<file path="src/dmd_pkg.sv">
// ----------------------------------------------------------------------------
// dmd_pkg
// Shared types, widths and helpers for the distance matrix distortion block.
// ----------------------------------------------------------------------------
package dmd_pkg;

	// matrix side and index widths
	localparam int MAX_POINTS = 32;
	localparam int ROW_W      = 5;
	localparam int CNT_W      = 6;

	// arithmetic widths
	localparam int DIST_W     = 16;
	localparam int SQ_W       = 2 * DIST_W;
	localparam int SUM_W      = SQ_W + ROW_W;
	localparam int DEN_W      = SQ_W + ROW_W;
	localparam int QUO_W      = 24;
	localparam int NUM_W      = 54;
	localparam int OUT_W      = 24;
	localparam int VAL_W      = OUT_W + 2;
	localparam int TOT_W      = OUT_W + ROW_W;
	localparam int MEAN_W     = TOT_W + 2;
	localparam int DIV_CNT_W  = 5;

	localparam logic [SQ_W-1:0] ONE_Q16 = SQ_W'(65536);
	localparam logic signed [OUT_W-1:0] OUT_MIN = {1'b1, {(OUT_W-1){1'b0}}};
	localparam logic signed [OUT_W-1:0] OUT_MAX = {1'b0, {(OUT_W-1){1'b1}}};

	// one input item
	typedef struct packed {
		logic [DIST_W-1:0] high_dist;
		logic [DIST_W-1:0] low_dist;
	} dist_item_t;

	// one result item
	typedef struct packed {
		logic                    is_overall;
		logic [ROW_W-1:0]        row_index;
		logic signed [OUT_W-1:0] distortion;
		logic                    last_result;
	} dist_result_t;

	// control of the result sequencer
	typedef enum logic [2:0] {
		ST_LOAD,
		ST_DRAIN,
		ST_SETUP,
		ST_READ,
		ST_CHECK,
		ST_DIV,
		ST_EMIT,
		ST_MEAN
	} dmd_state_t;

	// saturate a widened value to the output range
	function automatic logic signed [OUT_W-1:0] sat_out(input logic signed [VAL_W-1:0] v);
		logic signed [OUT_W-1:0] r;
		if (v < VAL_W'(OUT_MIN)) begin
			r = OUT_MIN;
		end else if (v > VAL_W'(OUT_MAX)) begin
			r = OUT_MAX;
		end else begin
			r = v[OUT_W-1:0];
		end
		return r;
	endfunction

endpackage

</file>
<file path="src/dmd_sum_ram.sv">
// ----------------------------------------------------------------------------
// dmd_sum_ram
// Row sum store: one write port, one registered read port.
// ----------------------------------------------------------------------------
module dmd_sum_ram import dmd_pkg::*; (
	input  logic             clk,
	input  logic             we,
	input  logic [ROW_W-1:0] waddr,
	input  logic [SUM_W-1:0] wdata,
	input  logic [ROW_W-1:0] raddr,
	output logic [SUM_W-1:0] rdata
);

	logic [SUM_W-1:0] mem [MAX_POINTS];

	// write port
	always_ff @(posedge clk) begin
		if (we) begin
			mem[waddr] <= wdata;
		end
	end

	// registered read port
	always_ff @(posedge clk) begin
		rdata <= mem[raddr];
	end

endmodule

</file>
<file path="src/dmd_accum.sv">
// ----------------------------------------------------------------------------
// dmd_accum
// Element pipeline: absolute difference, square, row sum and running maximum.
// ----------------------------------------------------------------------------
module dmd_accum import dmd_pkg::*; (
	input  logic             clk,
	input  logic             arst_n,
	input  logic             accept,
	input  dist_item_t       item,
	input  logic [CNT_W-1:0] side,
	input  logic             run_clear,
	output logic             last_pos,
	output logic             wr_en,
	output logic [ROW_W-1:0] wr_addr,
	output logic [SUM_W-1:0] wr_data,
	output logic [SQ_W-1:0]  max_sq,
	output logic             done
);

	logic [ROW_W-1:0]  row_q, col_q;
	logic              col_last, row_last;
	logic              valid_s1, valid_s2;
	logic [DIST_W-1:0] diff_s1;
	logic              upper_s1, upper_s2;
	logic              rend_s1, rend_s2;
	logic              last_s1, last_s2;
	logic [ROW_W-1:0]  row_s1, row_s2;
	logic [SQ_W-1:0]   sq_s2;
	logic [SUM_W-1:0]  acc_q, sum;
	logic [SQ_W-1:0]   max_q;
	logic              done_q;

	// position of the next element
	assign col_last = (CNT_W'(col_q) + CNT_W'(1)) == side;
	assign row_last = (CNT_W'(row_q) + CNT_W'(1)) == side;
	assign last_pos = col_last & row_last;

	always_ff @(posedge clk or negedge arst_n) begin
		if (!arst_n) begin
			row_q <= '0;
			col_q <= '0;
		end else if (run_clear) begin
			row_q <= '0;
			col_q <= '0;
		end else if (accept) begin
			if (col_last) begin
				col_q <= '0;
				row_q <= row_last ? '0 : row_q + ROW_W'(1);
			end else begin
				col_q <= col_q + ROW_W'(1);
			end
		end
	end

	// stage valids
	always_ff @(posedge clk or negedge arst_n) begin
		if (!arst_n) begin
			valid_s1 <= 1'b0;
			valid_s2 <= 1'b0;
			done_q   <= 1'b0;
		end else begin
			valid_s1 <= accept;
			valid_s2 <= valid_s1;
			done_q   <= valid_s2 & last_s2;
		end
	end

	// stage 1: absolute difference
	always_ff @(posedge clk) begin
		diff_s1  <= (item.low_dist >= item.high_dist) ? item.low_dist - item.high_dist
		                                              : item.high_dist - item.low_dist;
		upper_s1 <= col_q > row_q;
		rend_s1  <= col_last;
		last_s1  <= last_pos;
		row_s1   <= row_q;
	end

	// stage 2: square
	always_ff @(posedge clk) begin
		sq_s2    <= SQ_W'(diff_s1) * SQ_W'(diff_s1);
		upper_s2 <= upper_s1;
		rend_s2  <= rend_s1;
		last_s2  <= last_s1;
		row_s2   <= row_s1;
	end

	// row accumulation, written to the store at the end of each row
	assign sum     = acc_q + SUM_W'(sq_s2);
	assign wr_en   = valid_s2 & rend_s2;
	assign wr_addr = row_s2;
	assign wr_data = sum;

	always_ff @(posedge clk or negedge arst_n) begin
		if (!arst_n) begin
			acc_q <= '0;
			max_q <= '0;
		end else if (run_clear) begin
			acc_q <= '0;
			max_q <= '0;
		end else if (valid_s2) begin
			acc_q <= rend_s2 ? '0 : sum;
			if (upper_s2 && sq_s2 > max_q) begin
				max_q <= sq_s2;
			end
		end
	end

	assign max_sq = max_q;
	assign done   = done_q;

endmodule

</file>
<file path="src/dmd_divider.sv">
// ----------------------------------------------------------------------------
// dmd_divider
// Restoring divider, one quotient bit per cycle. The upper dividend bits
// must already be below the divisor, so the quotient fits QUO_W bits.
// ----------------------------------------------------------------------------
module dmd_divider import dmd_pkg::*; (
	input  logic             clk,
	input  logic             arst_n,
	input  logic             start,
	input  logic [NUM_W-1:0] dividend,
	input  logic [DEN_W-1:0] divisor,
	output logic             done,
	output logic [QUO_W-1:0] quotient
);

	logic [DEN_W-1:0]     rem_q;
	logic [QUO_W-1:0]     low_q;
	logic [DEN_W-1:0]     div_q;
	logic [DIV_CNT_W-1:0] cnt_q;
	logic                 busy_q, done_q;
	logic [DEN_W:0]       trial, diff;

	// one trial subtraction
	assign trial = {rem_q, low_q[QUO_W-1]};
	assign diff  = trial - {1'b0, div_q};

	always_ff @(posedge clk or negedge arst_n) begin
		if (!arst_n) begin
			busy_q <= 1'b0;
			done_q <= 1'b0;
			cnt_q  <= '0;
		end else begin
			done_q <= 1'b0;
			if (start) begin
				busy_q <= 1'b1;
				cnt_q  <= '0;
			end else if (busy_q) begin
				cnt_q <= cnt_q + DIV_CNT_W'(1);
				if (cnt_q == DIV_CNT_W'(QUO_W - 1)) begin
					busy_q <= 1'b0;
					done_q <= 1'b1;
				end
			end
		end
	end

	// remainder and dividend/quotient shift register
	always_ff @(posedge clk) begin
		if (start) begin
			rem_q <= DEN_W'(dividend[NUM_W-1:QUO_W]);
			low_q <= dividend[QUO_W-1:0];
			div_q <= divisor;
		end else if (busy_q) begin
			if (!diff[DEN_W]) begin
				rem_q <= diff[DEN_W-1:0];
				low_q <= {low_q[QUO_W-2:0], 1'b1};
			end else begin
				rem_q <= trial[DEN_W-1:0];
				low_q <= {low_q[QUO_W-2:0], 1'b0};
			end
		end
	end

	assign done     = done_q;
	assign quotient = low_q;

endmodule

</file>
<file path="src/distance_matrix_distortion.sv">
// ----------------------------------------------------------------------------
// distance_matrix_distortion
// Distortion between two n-by-n distance matrices, one row value each and
// an overall mean.
// ----------------------------------------------------------------------------
// Usage
//   item channel: pairs of Q8.8 distances, row-major, one item per cycle
//   while a matrix is loading. After the last element of the matrix the
//   channel holds ready low until the overall result enters the output register.
//   result channel: n row results (row_index 0..n-1) and then the overall
//   mean with is_overall and last_result set. Results sit in an output
//   register; a stalled receiver simply holds the sequencer.
//   cfg_we/cfg_wdata: writes the point count n (0 acts as 1, above 32 as 32)
//   and restarts the current matrix. Write only while idle.
// Timing
//   Loading: one item per cycle. Tail after the last item: pipeline drain and
//   setup, then per row a row sum store read, range check, divider steps (one
//   per quotient bit, plus a done step) and output, with the divider skipped
//   when the row value saturates, then a divider pass for the mean.
// Reset
//   n returns to 32, positions and accumulators are cleared; the row sum
//   store needs no clearing since each row is written before it is read.
// ----------------------------------------------------------------------------
module distance_matrix_distortion import dmd_pkg::*; (
	input  logic         clk,
	input  logic         arst_n,
	input  logic         item_valid,
	output logic         item_ready,
	input  dist_item_t   item,
	output logic         result_valid,
	input  logic         result_ready,
	output dist_result_t result,
	input  logic         cfg_we,
	input  logic [5:0]   cfg_wdata
);

	dmd_state_t state_q, state_d;

	logic [CNT_W-1:0]  cfg_q, side;
	logic              run_clear, accept, last_pos;
	logic              wr_en, acc_done;
	logic [ROW_W-1:0]  wr_addr, row_idx_q;
	logic [SUM_W-1:0]  wr_data, rd_data;
	logic [SQ_W-1:0]   max_sq, mx_sel;
	logic [DEN_W-1:0]  den_q, divisor;
	logic [NUM_W-1:0]  row_num, mean_num, dividend;
	logic              row_ovf;
	logic              mean_q, neg_q;
	logic              div_start, div_done;
	logic [QUO_W-1:0]  quotient;
	logic signed [VAL_W-1:0]  qx, val;
	logic signed [OUT_W-1:0]  res_q;
	logic signed [TOT_W-1:0]  total_q;
	logic signed [MEAN_W-1:0] mean_a, mean_mag;
	logic              can_load, emit_load, row_final;
	logic              result_valid_q;
	dist_result_t      result_q;

	// point count register and effective side
	always_ff @(posedge clk or negedge arst_n) begin
		if (!arst_n) begin
			cfg_q <= CNT_W'(MAX_POINTS);
		end else if (cfg_we) begin
			cfg_q <= cfg_wdata;
		end
	end

	always_comb begin
		if (cfg_q == '0) begin
			side = CNT_W'(1);
		end else if (cfg_q > CNT_W'(MAX_POINTS)) begin
			side = CNT_W'(MAX_POINTS);
		end else begin
			side = cfg_q;
		end
	end

	assign accept = item_valid & item_ready;

	dmd_accum u_accum (
		.clk       (clk),
		.arst_n    (arst_n),
		.accept    (accept),
		.item      (item),
		.side      (side),
		.run_clear (run_clear),
		.last_pos  (last_pos),
		.wr_en     (wr_en),
		.wr_addr   (wr_addr),
		.wr_data   (wr_data),
		.max_sq    (max_sq),
		.done      (acc_done)
	);

	dmd_sum_ram u_sum_ram (
		.clk   (clk),
		.we    (wr_en),
		.waddr (wr_addr),
		.wdata (wr_data),
		.raddr (row_idx_q),
		.rdata (rd_data)
	);

	// dividend for a row value: rowsum * 2^16 + den / 2
	assign row_num = NUM_W'({rd_data, 16'h0000}) + NUM_W'(den_q >> 1);
	assign row_ovf = DEN_W'(row_num[NUM_W-1:QUO_W]) >= den_q;

	// dividend for the mean: floor((2 * total + n) / (2 * n))
	assign mean_a   = {total_q[TOT_W-1], total_q, 1'b0} + MEAN_W'(side);
	assign mean_mag = mean_a[MEAN_W-1] ? (-mean_a + MEAN_W'({side, 1'b0}) - MEAN_W'(1))
	                                   : mean_a;
	assign mean_num = NUM_W'(unsigned'(mean_mag));

	assign dividend = (state_q == ST_MEAN) ? mean_num : row_num;
	assign divisor  = (state_q == ST_MEAN) ? DEN_W'({side, 1'b0}) : den_q;

	dmd_divider u_divider (
		.clk      (clk),
		.arst_n   (arst_n),
		.start    (div_start),
		.dividend (dividend),
		.divisor  (divisor),
		.done     (div_done),
		.quotient (quotient)
	);

	// value from the quotient
	assign qx  = $signed({2'b00, quotient});
	assign val = mean_q ? (neg_q ? -qx : qx) : (VAL_W'(65536) - qx);

	assign mx_sel    = (max_sq == '0) ? ONE_Q16 : max_sq;
	assign can_load  = ~result_valid_q | result_ready;
	assign row_final = (CNT_W'(row_idx_q) + CNT_W'(1)) == side;

	// next state
	always_comb begin
		state_d = state_q;
		unique case (state_q)
			ST_LOAD:  if (item_valid && last_pos) state_d = ST_DRAIN;
			ST_DRAIN: if (acc_done) state_d = ST_SETUP;
			ST_SETUP: state_d = ST_READ;
			ST_READ:  state_d = ST_CHECK;
			ST_CHECK: state_d = row_ovf ? ST_EMIT : ST_DIV;
			ST_DIV:   if (div_done) state_d = ST_EMIT;
			ST_EMIT: begin
				if (can_load) begin
					if (mean_q) begin
						state_d = ST_LOAD;
					end else if (row_final) begin
						state_d = ST_MEAN;
					end else begin
						state_d = ST_READ;
					end
				end
			end
			ST_MEAN:  state_d = ST_DIV;
			default:  state_d = ST_LOAD;
		endcase
	end

	// sequencer outputs
	always_comb begin
		item_ready = (state_q == ST_LOAD) & ~cfg_we;
		run_clear  = cfg_we | (state_q == ST_SETUP);
		div_start  = ((state_q == ST_CHECK) & ~row_ovf) | (state_q == ST_MEAN);
		emit_load  = (state_q == ST_EMIT) & can_load;
	end

	always_ff @(posedge clk or negedge arst_n) begin
		if (!arst_n) begin
			state_q <= ST_LOAD;
		end else if (cfg_we) begin
			state_q <= ST_LOAD;
		end else begin
			state_q <= state_d;
		end
	end

	// tail datapath registers
	always_ff @(posedge clk or negedge arst_n) begin
		if (!arst_n) begin
			row_idx_q <= '0;
			mean_q    <= 1'b0;
			total_q   <= '0;
		end else begin
			if (state_q == ST_SETUP) begin
				row_idx_q <= '0;
				mean_q    <= 1'b0;
				total_q   <= '0;
			end else if (state_q == ST_MEAN) begin
				mean_q <= 1'b1;
			end else if (emit_load && !mean_q) begin
				total_q <= total_q + TOT_W'(res_q);
				if (!row_final) begin
					row_idx_q <= row_idx_q + ROW_W'(1);
				end
			end
		end
	end

	always_ff @(posedge clk) begin
		if (state_q == ST_SETUP) begin
			den_q <= DEN_W'(mx_sel) * DEN_W'(side);
		end
		if (state_q == ST_MEAN) begin
			neg_q <= mean_a[MEAN_W-1];
		end
		if (state_q == ST_CHECK && row_ovf) begin
			res_q <= OUT_MIN;
		end else if (state_q == ST_DIV && div_done) begin
			res_q <= sat_out(val);
		end
	end

	// output register
	always_ff @(posedge clk or negedge arst_n) begin
		if (!arst_n) begin
			result_valid_q <= 1'b0;
		end else if (emit_load) begin
			result_valid_q <= 1'b1;
		end else if (result_ready) begin
			result_valid_q <= 1'b0;
		end
	end

	always_ff @(posedge clk) begin
		if (emit_load) begin
			result_q.is_overall  <= mean_q;
			result_q.row_index   <= mean_q ? '0 : row_idx_q;
			result_q.distortion  <= res_q;
			result_q.last_result <= mean_q;
		end
	end

	assign result_valid = result_valid_q;
	assign result       = result_q;

endmodule
</file>
<file path="config.mk">
export PLATFORM = sky130hd
export DESIGN_NAME = distance_matrix_distortion
export DESIGN_NICKNAME = d
export VERILOG_FILES = /design/src/dmd_pkg.sv /design/src/dmd_sum_ram.sv /design/src/dmd_accum.sv /design/src/dmd_divider.sv /design/src/distance_matrix_distortion.sv
export SDC_FILE = /design/constraint.sdc
export NUM_CORES = 2
export LEC_CHECK = 0
export BUFFER_PORTS_ARGS = -buffer_cell sky130_fd_sc_hd__buf_2
export CORE_ASPECT_RATIO = 0.7
export CORE_MARGIN = 3
export CORE_UTILIZATION = 40
export DETAILED_ROUTE_END_ITERATION = 10
export GPL_ROUTABILITY_DRIVEN = 0
export SETUP_SLACK_MARGIN = 0.05
export SYNTH_ARGS = -nofsm -noshare
export SYNTH_HDL_FRONTEND = slang
export SYNTH_HIERARCHICAL = 1
export SYNTH_SLANG_ARGS = --single-unit
export TNS_END_PERCENT = 5
</file>
<file path="constraint.sdc">
create_clock -name clk -period 9.35 [get_ports clk]
set_input_delay 1.87 -clock clk [delete_from_list [all_inputs] [get_ports clk]]
set_output_delay 1.87 -clock clk [all_outputs]
set_load 0.1 [all_outputs]
</file>
==> reports/summary.txt <==
Max rail drop VDD = 0.00167 V
H-tree Lvls = 4
critical path type = flip-flop to flip-flop
postcts setup bufs = 0
Tightest Pin Transition = 1.32 ns
Final period util = 0.736
worst hold path type = flip-flop to flip-flop
core box area = 215000 um^2
Pint = 22.8 mW
required time of the critical path = 9.86 ns
Fin. Hold Viols = 0
cts bufs inserted = 161
Setup crit start kind = flip-flop
grt ovf = 0
Post-Route Skew = 0.0627 ns
Ports = 76
Max-Slew Margin vs Limit = 0.118
ys flop type = edfxtp_1
First DRT Iteration DRCs = 6042
Pre-antenna DRT Iters = 6
pin count of the biggest net entering global routing = 126
Worst Path Arrival = 7.39 ns
DIE AREA = 223000 um^2
unrepaired setup endpoints after global routing = false
I/O Buffers = 75
cts repair resizes = 0
Initial Util = 0.404
CTS tree = built
CP endpoint kind = flip-flop
Synth Instances = 7119
DRC = 0
wire per inst = 23.1 um
largest family of logic cells by synthesized area = adder cells
EDFF count, synth = 1343
first-pass GRT wire length = 353 mm
register area share after synthesis = 0.534
multiplexer share of the synthesized area = 0.0787
setup tns final = 0 ns
Reg power frac = 0.260
Syn Area/Cell = 12.2 um^2
synth-to-layout area growth = 10.5%
DP Worst Slack = 2.54 ns
adder-cell share of the synthesized area = 0.121
Fmax achieved = 0.145 GHz
Cell variety after synth = 101
Final #Nets = 7862
Tot GR Track Use = 0.207
HPWL Detailed = 150 mm
# rows = 142
fin worst setup slack = 2.47 ns
CP max FO = 75
xor and xnor area share after synthesis = 0.0288
initial antenna violation count = 13
Clock Latency Late Sink = 0.82 ns
vias = 57100
Comb pwr share = 0.579
DRT antenna net count = 0
maxcap violations = 0
maximum buffer depth of the clock tree = 4
Max Slew Vio Count = 0
P_leak = 35.8 nW
die height = 396 um
clock network power share = 0.161
Final min period = 6.88 ns
Power Density = 415 nW/um^2
Finished Core Util = 0.446
Switching Share = 0.427
Post-Route WL = 235 mm
Mapped Area = 86700 um^2
vias in the first global route = 54800
Setup violations, final = 0
Synth Area in Compound Gates = 0.103
die width = 563 um
Net Count, Synth = 7826
clk root buf = clkbuf_16
net switching power = 17.0 mW
clock-pin slew on the worst setup and hold paths = 0.06 ns
#FFs+latches synth = 1608
proportion of layout cells with a drive suffix above 1 = 0.0814
Yosys warning total = 6
outcome = complete, no violations
post-synthesis simple-gate area fraction = 0.0900
Via density = 5.62
TritonCTS Sinks = 1608
CTS Hold Bufs = 0
Synth async-reset ratio = 0.0833
==> logic make-up (layout without fill, tap and decap cells) <==
logic type	Yosys count	in the layout
AND/OR/NAND/NOR	1613	1613
multiplexers	677	677
buffers and inverters	910	1066
flip-flops	1608	1608
XOR/XNOR	285	285
adder cells (fa/ha/maj)	665	665
AO/OA/AOI/OAI	1361	1361
other	0	2
==> layer usage <==
metal | up-vias | GRT usage | part of all wire
li1 | 25800 | - | -
met1 | 28900 | 0.335 | 0.49
met2 | 2102 | 0.291 | 0.41
met3 | 254 | 0.0354 | 0.085
met4 | 0 | 0.0340 | 0.015
met5 | - | 0 | 0
==> flip-flops by register name (all words and copies together), names as in the netlist, 6 cells and up <==
| name | cells |
|---|---|
| u_sum_ram/mem | 1184 |
| den_q | 37 |
| u_accum/acc_q | 37 |
| u_divider/div_q | 37 |
| u_divider/rem_q | 37 |
| u_sum_ram/rdata | 37 |
| u_accum/max_sq | 32 |
| u_accum/sq_s2 | 31 |
| result | 30 |
| total_q | 29 |
| res_q | 24 |
| u_divider/quotient | 24 |
| u_accum/diff_s1 | 16 |
| cfg_q | 6 |
==> Yosys cell counts (107+ instances only) <==
cell | number | area [um^2]
and2_1 | 186 | 1160
xnor2_1 | 170 | 1490
o21ai_0 | 234 | 1170
fa_1 | 290 | 5810
a21o_1 | 130 | 976
a21oi_1 | 379 | 1900
mux2i_1 | 640 | 6410
dfxtp_1 | 131 | 2620
a22oi_1 | 134 | 1010
xor2_1 | 115 | 1010
inv_1 | 588 | 2210
nor2_1 | 288 | 1080
clkbuf_1 | 188 | 706
nand2_1 | 525 | 1970
dfrtp_1 | 133 | 3330
ha_1 | 374 | 4680
nand3_1 | 238 | 1190
a22o_1 | 107 | 937
edfxtp_1 | 1343 | 40300
==> metrics by stage <==
stage	cell area (um^2)	std cells	power, mW	hold WS (ns)
after floorplan	86700	7119	27.6	0.310
after CTS	95800	10200	40.0	0.331
final	95800	10200	39.7	0.327
after global routing	95800	10200	43.2	0.332
after global placement	90700	9872	33.0	0.315
after detailed placement	90700	9872	33.4	0.317
==> worst max-delay path: stages (launching register included) <==
cell,delay (ns)
edfxtp_1,0.42
ha_1,0.23
fa_1,0.42
a21o_1,0.19
a21oi_1,0.26
o21ai_0,0.16
a21oi_1,0.21
o31ai_1,0.16
a221oi_2,0.67
nor2_1,0.13
xor2_1,0.29
ha_1,0.31
a21o_1,0.19
a21o_1,0.17
a21oi_1,0.17
o21ai_0,0.11
a221oi_1,0.70
a21oi_1,0.18
nand2b_1,0.23
a21boi_4,0.22
buf_4,0.69
mux2_2,0.41
==> placed cells by master (no fill, tap or decap), types with 150 or more instances in the layout <==
cell type,instances
a21oi_1,379
and2_1,185
clkbuf_16,170
edfxtp_1,1343
fa_1,290
ha_1,374
inv_1,588
mux2i_1,640
nand2_1,524
nand3_1,237
nor2_1,253
o21ai_0,233
xnor2_1,150
==> power groups by stage <==
| stage | logic, mW | clock network [mW] | registers, mW |
|---|---|---|---|
| floorplan | 17.3 | 0 | 10.3 |
| global placement | 22.5 | 0 | 10.5 |
| detailed placement | 22.9 | 0 | 10.5 |
| CTS | 23.1 | 6.52 | 10.3 |
| global route | 26.0 | 6.80 | 10.4 |
| finish | 23.0 | 6.39 | 10.3 |
==> cell type report <==
| type | instances | area (um^2) |
|---|---|---|
| Antenna cell | 2 | 5.00 |
| Inverter | 590 | 2210 |
| Clock buffer | 220 | 4540 |
| Tap cell | 2880 | 3600 |
| Sequential cell | 1608 | 46300 |
| Multi-Input combinational cell | 4601 | 37200 |
| Fill cell | 19400 | 119000 |
| Clock inverter | 63 | 559 |
| Timing Repair Buffer | 193 | 1330 |
==> final timing paths <==
kind	from	end	slack [ns]	cells after the start
worst max register to register	den_q[17]$_DFFE_PN_	u_divider/quotient[18]$_DFFE_PP_	2.47	21
worst min-delay path	u_accum/last_s1$_DFF_P_	u_accum/last_s2$_DFF_P_	0.33	0
min in group asynchronous	arst_n	total_q[21]$_DFFE_PN0P_	0.98	1
worst min register to register	u_accum/last_s1$_DFF_P_	u_accum/last_s2$_DFF_P_	0.33	0
max in group asynchronous	arst_n	u_accum/acc_q[29]$_DFFE_PN0P_	6.52	3
worst max-delay path	den_q[17]$_DFFE_PN_	u_divider/quotient[18]$_DFFE_PP_	2.47	21
Note: power is estimated with default switching activity, not from simulation.
